**config.mk**
```make
export PLATFORM = sky130hd
export DESIGN_NAME = i2c_master_status_sequencer_unit
export DESIGN_NICKNAME = d
export VERILOG_FILES = /design/src/design/ims_pkg.sv /design/src/design/i2c_master_status_sequencer.sv /design/src/design/ims_ram.sv /design/src/design/ims_step.sv
export SDC_FILE = /design/constraint.sdc
export NUM_CORES = 1
export LEC_CHECK = 0
export ABC_AREA = 0
export BUFFER_PORTS_ARGS = -buffer_cell sky130_fd_sc_hd__buf_4
export CORE_ASPECT_RATIO = 0.75
export CORE_UTILIZATION = 35
export CTS_BUF_LIST = sky130_fd_sc_hd__clkbuf_2 sky130_fd_sc_hd__clkbuf_4 sky130_fd_sc_hd__clkbuf_8
export DETAILED_ROUTE_END_ITERATION = 10
export GPL_TIMING_DRIVEN = 1
export SETUP_SLACK_MARGIN = 0.05
export SYNTH_ARGS = -nofsm -noshare
export SYNTH_HDL_FRONTEND = slang
export SYNTH_SLANG_ARGS = --single-unit
```
**constraint.sdc**
```tcl
create_clock -name clk -period 6.3 [get_ports clk]
set_input_delay 1.26 -clock clk [delete_from_list [all_inputs] [get_ports clk]]
set_output_delay 1.26 -clock clk [all_outputs]
set_load 0.005 [all_outputs]
```
**src/design/ims_pkg.sv**
```systemverilog
// ims_pkg: types, status codes and control masks shared by the
// status-driven I2C master sequencer. No dependencies.
package ims_pkg;

  // request kinds carried in req_type
  typedef enum logic [1:0] {
    REQ_LOAD   = 2'd0,
    REQ_START  = 2'd1,
    REQ_STATUS = 2'd2,
    REQ_DRAIN  = 2'd3
  } ims_req_t;

  // engine mode, also reported as engine_state
  typedef enum logic [1:0] {
    MODE_IDLE   = 2'd0,
    MODE_BUSY   = 2'd1,
    MODE_FAILED = 2'd2,
    MODE_DATAV  = 2'd3
  } ims_mode_t;

  // transfer mode codes; the spare code behaves as a read
  localparam logic [1:0] XFER_WRITE      = 2'd0;
  localparam logic [1:0] XFER_READ       = 2'd1;
  localparam logic [1:0] XFER_WRITE_READ = 2'd2;
  localparam logic [1:0] XFER_SPARE      = 2'd3;

  // controller status codes
  localparam logic [7:0] ST_START       = 8'h08;
  localparam logic [7:0] ST_RESTART     = 8'h10;
  localparam logic [7:0] ST_SLA_W_ACK   = 8'h18;
  localparam logic [7:0] ST_SLA_W_NACK  = 8'h20;
  localparam logic [7:0] ST_DATA_W_ACK  = 8'h28;
  localparam logic [7:0] ST_DATA_W_NACK = 8'h30;
  localparam logic [7:0] ST_ARB_LOST    = 8'h38;
  localparam logic [7:0] ST_SLA_R_ACK   = 8'h40;
  localparam logic [7:0] ST_SLA_R_NACK  = 8'h48;
  localparam logic [7:0] ST_DATA_R_ACK  = 8'h50;
  localparam logic [7:0] ST_DATA_R_NACK = 8'h58;

  // control register bits
  localparam logic [6:0] CTL_AA  = 7'h04;
  localparam logic [6:0] CTL_SI  = 7'h08;
  localparam logic [6:0] CTL_STO = 7'h10;
  localparam logic [6:0] CTL_STA = 7'h20;
  localparam logic [6:0] CTL_EN  = 7'h40;

  typedef struct packed {
    logic [1:0] req_type;
    logic [6:0] target_addr;
    logic [1:0] xfer_mode;
    logic [4:0] send_count;
    logic [4:0] recv_count;
    logic [3:0] buf_index;
    logic [7:0] byte_in;
    logic [7:0] status_code;
    logic       drain_last;
  } ims_in_t;

  typedef struct packed {
    logic       accepted;
    logic [7:0] byte_out;
    logic       byte_out_valid;
    logic [6:0] ctrl_set_mask;
    logic [6:0] ctrl_clear_mask;
    logic [1:0] engine_state;
  } ims_out_t;

  typedef struct packed {
    logic [7:0] byte_counter;
    logic [7:0] addr_byte;
    logic [4:0] send_total;
    logic [4:0] recv_total;
    logic       then_read;
    ims_mode_t  mode;
  } ims_state_t;

  // store write requests raised by one transaction
  typedef struct packed {
    logic       tx_we;
    logic [7:0] tx_idx;
    logic [7:0] tx_data;
    logic       rx_we;
    logic       rx_clr;
    logic [7:0] rx_idx;
    logic [7:0] rx_data;
  } ims_wr_t;

endpackage

```
**src/design/i2c_master_status_sequencer.sv**
```systemverilog
// i2c_master_status_sequencer_unit: top level of the status-driven I2C
// master sequencer. Depends on ims_pkg, ims_ram and ims_step.
//
// While results are taken, one transaction enters and one result leaves per clock for
// every request: loading a transmit byte, asking for a transfer, reporting
// a controller status code, or draining a received byte. A result passes
// through the input register, then the result register, and is held on
// the result port until taken; the sustained rate is one per cycle while
// results are taken, as each transaction needs a single pass through
// the decision logic and one read of each byte store, issued when
// the request is taken. Requests keep flowing while a result waits to be
// taken; back-pressure on the result side reaches the request side only
// once the input register is also full. The receive store reads as zero
// after reset through per-entry valid bits, so no clearing pass is needed.
// Reading a transmit slot that was never loaded returns an undefined byte.
module i2c_master_status_sequencer_unit import ims_pkg::*; #(
  parameter int TX_DEPTH = 16,
  parameter int RX_DEPTH = 16
) (
  input  logic     clk,
  input  logic     rst,
  input  logic     req_valid,
  output logic     req_ready,
  input  ims_in_t  req_data,
  output logic     rsp_valid,
  input  logic     rsp_ready,
  output ims_out_t rsp_data
);

  localparam int TxAw = (TX_DEPTH > 1) ? $clog2(TX_DEPTH) : 1;
  localparam int RxAw = (RX_DEPTH > 1) ? $clog2(RX_DEPTH) : 1;

  // input register
  ims_in_t    in_q;
  logic       in_vld;

  // engine state
  ims_state_t st;
  ims_state_t st_next;
  ims_state_t st_eff;

  ims_out_t   res;
  ims_wr_t    wr;

  logic       fire;
  logic       accept;

  logic [7:0]      tx_rd_cnt;
  logic [7:0]      tx_rdata;
  logic [7:0]      rx_rdata;
  logic [7:0]      rx_word;
  logic [7:0]      rx_rd_wide;
  logic [7:0]      rx_q_wide;
  logic [RX_DEPTH-1:0] rx_vld;

  // advance the work stage when its result has somewhere to go
  assign fire      = in_vld && (!rsp_valid || rsp_ready);
  assign req_ready = !in_vld || fire;
  assign accept    = req_valid && req_ready;

  // state as it stands once the transaction in work has retired
  assign st_eff = fire ? st_next : st;

  // a data-acked status fetches the slot after the one just sent
  assign tx_rd_cnt = st_eff.byte_counter +
                     (((req_data.req_type == REQ_STATUS) &&
                       (req_data.status_code == ST_DATA_W_ACK)) ? 8'd1 : 8'd0);

  assign rx_rd_wide = {4'b0000, req_data.buf_index};
  assign rx_q_wide  = {4'b0000, in_q.buf_index};

  // an entry never written or already drained reads as zero
  assign rx_word = rx_vld[rx_q_wide[RxAw-1:0]] ? rx_rdata : 8'h00;

  ims_ram #(
    .WIDTH (8),
    .DEPTH (TX_DEPTH)
  ) u_tx_ram (
    .clk   (clk),
    .we    (fire && wr.tx_we),
    .waddr (wr.tx_idx[TxAw-1:0]),
    .wdata (wr.tx_data),
    .re    (accept),
    .raddr (tx_rd_cnt[TxAw-1:0]),
    .rdata (tx_rdata)
  );

  ims_ram #(
    .WIDTH (8),
    .DEPTH (RX_DEPTH)
  ) u_rx_ram (
    .clk   (clk),
    .we    (fire && wr.rx_we),
    .waddr (wr.rx_idx[RxAw-1:0]),
    .wdata (wr.rx_data),
    .re    (accept),
    .raddr (rx_rd_wide[RxAw-1:0]),
    .rdata (rx_rdata)
  );

  ims_step #(
    .TX_DEPTH (TX_DEPTH),
    .RX_DEPTH (RX_DEPTH)
  ) u_step (
    .item    (in_q),
    .st      (st),
    .tx_word (tx_rdata),
    .rx_word (rx_word),
    .st_next (st_next),
    .res     (res),
    .wr      (wr)
  );

  // capture the incoming transaction
  always_ff @(posedge clk) begin
    if (rst) begin
      in_vld <= 1'b0;
    end else if (req_ready) begin
      in_vld <= req_valid;
    end
  end

  always_ff @(posedge clk) begin
    if (accept) begin
      in_q <= req_data;
    end
  end

  // commit engine state and receive valid bits
  always_ff @(posedge clk) begin
    if (rst) begin
      st.byte_counter <= '0;
      st.addr_byte    <= '0;
      st.send_total   <= '0;
      st.recv_total   <= '0;
      st.then_read    <= 1'b0;
      st.mode         <= MODE_IDLE;
      rx_vld          <= '0;
    end else if (fire) begin
      st <= st_next;
      if (wr.rx_we) begin
        rx_vld[wr.rx_idx[RxAw-1:0]] <= 1'b1;
      end
      if (wr.rx_clr) begin
        rx_vld[wr.rx_idx[RxAw-1:0]] <= 1'b0;
      end
    end
  end

  // result register: hold until taken
  always_ff @(posedge clk) begin
    if (rst) begin
      rsp_valid <= 1'b0;
    end else if (fire) begin
      rsp_valid <= 1'b1;
    end else if (rsp_ready) begin
      rsp_valid <= 1'b0;
    end
  end

  always_ff @(posedge clk) begin
    if (fire) begin
      rsp_data <= res;
    end
  end

endmodule

```
**src/design/ims_ram.sv**
```systemverilog
// ims_ram: generic single-write, single-read RAM with registered,
// write-first read data. No dependencies.
module ims_ram #(
  parameter int WIDTH = 8,
  parameter int DEPTH = 16
) (
  input  logic                                   clk,
  input  logic                                   we,
  input  logic [((DEPTH > 1) ? $clog2(DEPTH) : 1)-1:0] waddr,
  input  logic [WIDTH-1:0]                       wdata,
  input  logic                                   re,
  input  logic [((DEPTH > 1) ? $clog2(DEPTH) : 1)-1:0] raddr,
  output logic [WIDTH-1:0]                       rdata
);

  logic [WIDTH-1:0] mem [DEPTH];

  always_ff @(posedge clk) begin
    if (we) begin
      mem[waddr] <= wdata;
    end
  end

  // forward a same-cycle write so the reader sees the newest value
  always_ff @(posedge clk) begin
    if (re) begin
      if (we && (waddr == raddr)) begin
        rdata <= wdata;
      end else begin
        rdata <= mem[raddr];
      end
    end
  end

endmodule

```
**src/design/ims_step.sv**
```systemverilog
// ims_step: next-state and result decision for one transaction.
// Depends on ims_pkg.
module ims_step import ims_pkg::*; #(
  parameter int TX_DEPTH = 16,
  parameter int RX_DEPTH = 16
) (
  input  ims_in_t    item,
  input  ims_state_t st,
  input  logic [7:0] tx_word,
  input  logic [7:0] rx_word,
  output ims_state_t st_next,
  output ims_out_t   res,
  output ims_wr_t    wr
);

  localparam logic [8:0] TxLim = 9'(TX_DEPTH);
  localparam logic [8:0] RxLim = 9'(RX_DEPTH);

  logic [7:0] cnt_inc;
  logic [8:0] cnt_inc2;
  logic [7:0] idx_wide;

  always_comb begin
    cnt_inc  = st.byte_counter + 8'd1;
    cnt_inc2 = {1'b0, cnt_inc} + 9'd1;
    idx_wide = {4'b0000, item.buf_index};

    st_next = st;
    res     = '0;
    wr      = '0;
    wr.tx_idx  = idx_wide;
    wr.tx_data = item.byte_in;
    wr.rx_idx  = st.byte_counter;
    wr.rx_data = item.byte_in;

    case (item.req_type)
      REQ_LOAD: begin
        wr.tx_we = ({1'b0, idx_wide} < TxLim);
      end
      REQ_START: begin
        if (st.mode != MODE_BUSY && st.mode != MODE_DATAV) begin
          st_next.addr_byte  = {item.target_addr, item.xfer_mode[0]};
          st_next.send_total = item.send_count;
          st_next.recv_total = item.recv_count;
          st_next.then_read  = (item.xfer_mode == XFER_WRITE_READ);
          st_next.mode       = MODE_BUSY;
          res.ctrl_clear_mask = CTL_SI;
          res.ctrl_set_mask   = CTL_EN | CTL_STA;
          res.accepted        = 1'b1;
        end
      end
      REQ_STATUS: begin
        res.ctrl_clear_mask = CTL_STA | CTL_SI;
        case (item.status_code)
          ST_START, ST_RESTART: begin
            res.byte_out       = st.addr_byte;
            res.byte_out_valid = 1'b1;
          end
          ST_SLA_W_ACK: begin
            if ({1'b0, st.byte_counter} < TxLim) begin
              res.byte_out       = tx_word;
              res.byte_out_valid = 1'b1;
            end
          end
          ST_SLA_W_NACK: begin
            res.ctrl_set_mask    = CTL_EN | CTL_STO;
            st_next.mode         = MODE_FAILED;
            st_next.byte_counter = '0;
          end
          ST_DATA_W_ACK: begin
            if (cnt_inc >= {3'b000, st.send_total}) begin
              if (st.then_read) begin
                res.ctrl_set_mask    = CTL_STA;
                st_next.addr_byte[0] = 1'b1;
              end else begin
                res.ctrl_set_mask = CTL_STO;
                st_next.mode      = MODE_IDLE;
              end
              st_next.byte_counter = '0;
            end else begin
              st_next.byte_counter = cnt_inc;
              if ({1'b0, cnt_inc} < TxLim) begin
                res.byte_out       = tx_word;
                res.byte_out_valid = 1'b1;
              end
            end
          end
          ST_DATA_W_NACK: begin
            res.ctrl_set_mask    = CTL_EN | CTL_STO;
            st_next.mode         = MODE_IDLE;
            st_next.byte_counter = '0;
          end
          ST_ARB_LOST: begin
            st_next.byte_counter = '0;
          end
          ST_SLA_R_ACK: begin
            res.ctrl_set_mask = CTL_AA;
          end
          ST_SLA_R_NACK: begin
            res.ctrl_set_mask    = CTL_STO;
            st_next.mode         = MODE_FAILED;
            st_next.byte_counter = '0;
          end
          ST_DATA_R_ACK: begin
            wr.rx_we             = ({1'b0, st.byte_counter} < RxLim);
            st_next.byte_counter = cnt_inc;
            // withdraw the ACK ahead of the last expected byte
            if (cnt_inc2 >= {4'b0000, st.recv_total}) begin
              res.ctrl_clear_mask = CTL_STA | CTL_SI | CTL_AA;
            end else begin
              res.ctrl_set_mask = CTL_AA;
            end
          end
          ST_DATA_R_NACK: begin
            wr.rx_we             = ({1'b0, st.byte_counter} < RxLim);
            res.ctrl_set_mask    = CTL_STO;
            st_next.mode         = MODE_DATAV;
            st_next.byte_counter = '0;
          end
          default: begin
          end
        endcase
      end
      REQ_DRAIN: begin
        if (st.mode == MODE_DATAV) begin
          if ({1'b0, idx_wide} < RxLim) begin
            res.byte_out = rx_word;
            wr.rx_clr    = 1'b1;
            wr.rx_idx    = idx_wide;
          end
          res.byte_out_valid = 1'b1;
          res.accepted       = 1'b1;
        end
        if (item.drain_last) begin
          st_next.mode = MODE_IDLE;
        end
      end
      default: begin
      end
    endcase

    res.engine_state = st_next.mode;
  end

endmodule

```
# Word-level counts from Yosys, hierarchy flattened

Memories as Yosys holds them, arrays and structs flattened. A register that Yosys moved wholly into a read port is not among the register bits.
Index checks and enable logic that the tools add are counted.
Widths: inputs -> output; s select.

Register bits after elaboration: 115
Bits in latches: 0
RAM bits: 256
ROM bits: 0
Input port bits: 46
Output and inout port bits: 28
Word-level logic and storage cells: 139
Memories: 2

Memory list:

| name         | depth | bits a word | rd ports | clocked after memory_dff | wr ports | line          | source |
|---|---|---|---|---|---|---|---|
| u_rx_ram.mem | 16    | 8           | 1        | 1                        | 1        | ims_ram.sv:16 | `logic [WIDTH-1:0] mem [DEPTH];` |
| u_tx_ram.mem | 16    | 8           | 1        | 1                        | 1        | ims_ram.sv:16 |  |

Add/subtract/negate cells: 3
Multiply operators: 0
Divide/modulo/power cells: 0
Order comparisons: 7
Equality and inequality tests: 24
Shifts and indexed selects: 0
Mux-type cells: 53
Bitwise operators: 3
Reduce and logical (&&, ||, !) cells: 22

Operator list:

| cell               | number |
|---|---|
| $mux 16            | 4 |
| $mux 9             | 5 |
| $eq 8x6->1 const B | 5 |
| $pmux 7 s5         | 1 |
| $eq 8x7->1 const B | 4 |
| $mux 29            | 1 |
| $pmux 14 s2        | 1 |
| $pmux 9 s3         | 1 |
| $mux 8             | 3 |
| $pmux 8 s3         | 1 |
| $mux 21            | 1 |
| $pmux 9 s2         | 1 |
| $and 16x16->16     | 1 |
| $eq 8x5->1 const B | 2 |
| $lt 8x5->1 const B | 2 |
| $mux 1             | 16 |
| $not 16->16        | 1 |
| $or 16x16->16      | 1 |
| $mux 14            | 1 |
| $mux 7             | 2 |
| $mux 6             | 2 |
| $mux 11            | 1 |
| $eq 2x2->1 const B | 5 |
| $lt 4x5->1 const B | 2 |
| 27 further kinds   | 48 |

# Depth between registers and ports, before layout

Depth after elaboration: 13
Depth in mapped cells: 21
Mapped depth without buffers: 19

# Hierarchy

From an unflattened synthesis, not the netlist that was laid out.

Cell total of the unflattened synthesis: 1,140
Area total of the unflattened synthesis: 17,224.0 um^2

By module, submodules not included:

| module                           | times used | cells an instance | area each (um^2) | seq. area each (um^2) |
|---|---|---|---|---|
| ims_ram                          | 2          | 242               | 5,480.3          | 4,083.9 |
| i2c_master_status_sequencer_unit | 1          | 352               | 4,296.6          | 2,982.9 |
| ims_step                         | 1          | 304               | 1,966.9          | 0.0 |

# Least setup slack after synthesis

Ideal clock, no wire load.

Path kind: reg2reg
Start: register, netlist name st[21]
End: register u_tx_ram.rdata[5] (read register of u_tx_ram.mem) (data pin)
Library setup time: 0.260 ns
Arrival time: 4.700 ns
Data required time: 6.040 ns
Setup slack: 1.340 ns
Stages on the path, launching flop included: 20
Buffers on the path: 4
Period minus slack after synthesis: 4.960 ns
Path through: dfxtp_1 -> buf_4 -> inv_1 -> ha_1 -> inv_1 -> ha_1 -> o21ai_0 -> o21ai_0 -> o211ai_1 -> a31o_2 -> nand2_1 -> o21ai_0 -> ha_1 -> clkbuf_1 -> clkbuf_1 -> clkbuf_1 -> mux4_2 -> o211ai_1 -> nand3_1 -> mux2_2

RTL lines:

| item             | line          | source |
|---|---|---|
| end: declaration | ims_ram.sv:13 | `output logic [WIDTH-1:0] rdata` |

==> metrics.md <==
| Metric | Value |
|---|---|
| Unrepaired setup endpoints after global routing | false |
| Synth cell types | 61 |
| DR top layer | met4 |
| DR DRC count | 8 |
| Clock tree root buffer cell | clkbuf_8 |
| Clock Tree Buf Depth | 3 |
| Total grt overflow | 0 |
| Synthesized-area fraction occupied by adder cells | 1.50% |
| Diodes inserted | 0 |
| Fmax | 186 MHz |
| Post-Route WL | 37700 µm |
| Yosys top cell area share | 63.1% |
| Slew Limit Fails | 0 |
| FF-to-FF setup slack | 0.93 ns |
| Yosys top cell by area | edfxtp_1 |
| Later-pin clock latency in the skew report | 0.63 ns |
| Core area | 44700 µm² |
| Hold Fails Final Rpt | 0 |
| First-pass GRT wire length | 57100 µm |
| Cell Area, Synth | 15800 µm² |
| CTS sink count | 380 |
| Critical setup path kind | register to register |
| DP Worst Slack | 0.982 ns |
| Vias in the first global route | 9112 |
| Slew Limit Headroom | 25.9% |
| Commonest non-fill, non-tap cell in the layout | edfxtp_1 |
| Arr. time, crit path | 5.73 ns |
| Area contributors post-synth | edfxtp_1 (63%), mux4_2 (11%), dfxtp_1 (5.9%), nand2_1 (2.0%), ha_1 (1.5%) |
| Syn. warnings | 0 |
| Placed Area | 17000 µm² |
| PD cells | 276 nW/µm² |
| WL met2 | 16500 µm |
| Die area | 46100 µm² |
| Simple-Gate Fraction of Synth Area | 8.33% |
| CTS tree | done |
| Clk_skew | 0.0257 ns |
| Starting Density | 35.5% |
| Top Ports | 74 |
| FF/Latch Area | 10900 µm² |
| Status | finished with violations |
| Crit path required time | 6.66 ns |
| DRT met1 WL | 17800 µm |
| Cells after Synth | 989 |
| DR WL met3 | 2880 µm |
| Register bit total from synthesis | 380 |
| Failing checks | design-rule violations |
| Final Cycle Share | 85.2% |
| Avg Cell Area, Syn | 16.0 µm² |
| Antenna viol nets, final | 0 |
| DR pass1 iterations | 8 |
| Chip width | 248 µm |
| Clock slew at reported path FFs | 0.06 ns |
| # fillers | 4117 |
| DR WL/cell | 22.0 µm |
| Total Power | 4.99 mW |
| Detail Placement HPWL | 23900 µm |
| Iter 0 DRT Violations | 893 |
| Tmin final | 5.37 ns |
| EDFF count, synth | 333 |
| Hold Crit Class | register to register |
| Static Leak | 5.87 nW |
| Buffers on Ports | 66 |
| Tot GR Track Use | 16.7% |
| H-tree level count | 2 |
| Worst setup SP type | register |
| Final net count | 1148 |
| RePlAce Congestion | 0.840 |
| VDD IR max | 188 µV |
| Max-cap viol count | 0 |
| Most frequent cells in the layout | edfxtp_1 (333), nand2_1 (86), buf_4 (83) |
| Fraction of layout cells with a size suffix above 1 | 24.6% |
| Multi-input gate area | 4610 µm² |
| Largest family of logic cells by synthesized area | multiplexers |
| DR vias/cell | 5.25 |
| Post-route cell area | 18100 µm² |
| Initial antenna violation count | 0 |
| Largest net degree at the start of global routing | 59 |
| Die H | 186 µm |
| Most used DFF post-synth | edfxtp_1 |
| Post-cts sizing count | 0 |
| Num rows | 67 |
| Post-CTS Hold Buffers | 0 |
| Post-Synth XOR/XNOR Area | 0.995% |
| R2R depth | 19 |
| WHS Path Cells | 2 |
| Fin worst setup slack | 0.933 ns |
| Layout area overhead | 14.4% |
| Post-CTS setup buffers | 0 |
| Worst-Margin Slew | 1.11 ns |
| Crit path capture type | register |
| Register area share after synthesis | 69.1% |
| Worst-path fanout max | 17 |
| Final Setup Violations | 0 |
| Num CTS Buffers | 58 |
| Synth async-reset ratio | 0% |
| Mux cell area share after synthesis | 12.2% |
| TNS Setup | 0 ns |
| Synth Area in Compound Gates | 5.90% |
| Vias | 9017 |
-- per-stage QoR --
step	instances	hold slack (ns)	utilization [%]
global placement	1609	0.446	38.0
finish	1716	0.457	40.5
detailed placement	1609	0.449	38.0
global route	1716	0.484	40.5
floorplan	995	0.436	-
CTS	1716	0.457	40.5
-- kinds of logic (layout without fill, tap and decap cells) --
logic type	Yosys count	count (layout)
flip-flops	380	380
AND/OR/NAND/NOR	263	263
AO/OA/AOI/OAI	139	139
multiplexers	95	95
buffers and inverters	74	209
adder cells (fa/ha/maj)	19	19
XOR/XNOR	18	18
other	1	7
-- path summary, 6_finish.rpt --
kind	end	from
setup / recovery	u_tx_ram.rdata[2]$_DFFE_PP_	st[21]$_SDFF_PP0_
hold / removal	st[5]$_SDFFE_PP0P_	st[5]$_SDFFE_PP0P_
setup reg to reg	u_tx_ram.rdata[2]$_DFFE_PP_	st[21]$_SDFF_PP0_
hold reg to reg	st[5]$_SDFFE_PP0P_	st[5]$_SDFFE_PP0P_
-- layer usage --
metal / vias to the layer above / global-route usage, %
li1: 4059 / -
met3: 52 / 3.62
met5: - / 0
met1: 4588 / 24.8
met4: 0 / 4.64
met2: 318 / 24.5
-- layout make-up --
class	count	area share (%)
sequential	380	60.4
multi-input combinational	541	25.5
clock buffer	79	5.31
tap	586	4.05
timing repair buffer	83	3.44
clock inverter	28	0.946
inverter	19	0.394
-- synthesized netlist by cell type, drive strengths merged (11+ instances only) --
| library cell | count |
|---|---|
| mux2 | 16 |
| dfxtp | 47 |
| nand2 | 86 |
| nand3 | 23 |
| o21ai | 27 |
| buf | 17 |
| clkbuf | 38 |
| o211ai | 20 |
| and2 | 19 |
| edfxtp | 333 |
| a21oi | 38 |
| mux4 | 77 |
| inv | 18 |
| nor2 | 62 |
| nor2b | 13 |
| a211oi | 16 |
| xor2 | 11 |
| ha | 19 |
-- sequential cells by signal (all words and copies together) (netlist names) --
signal / flops
rsp_valid: 1
u_rx_ram.mem: 128
u_tx_ram.rdata: 8
u_tx_ram.mem: 128
in_q: 42
rsp_data: 19
st: 29
in_vld: 1
rx_vld: 16
u_rx_ram.rdata: 8
-- report_power, final --
part	internal [mW]	leakage, nW	switching [mW]
registers	2.77	3.42	0.0243
logic	0.0765	1.86	0.114
clock network	1.04	0.597	0.966
total	3.89	5.87	1.10
-- worst max-delay path, stage by stage (launching register included) --
cell	delay (ns)
dfxtp_1	0.54
inv_1	0.20
ha_1	0.39
inv_1	0.08
ha_1	0.27
o21ai_0	0.06
o21ai_0	0.14
o211ai_1	0.25
a31o_2	0.34
nand2_1	0.09
o21ai_0	0.11
ha_2	0.21
ha_1	0.21
or3_1	0.39
a311o_1	0.30
o211ai_1	0.10
buf_4	0.29
xnor2_1	0.13
nor4b_4	0.59
mux2_2	0.41
No activity file was read; power rests on OpenSTA's default activity.
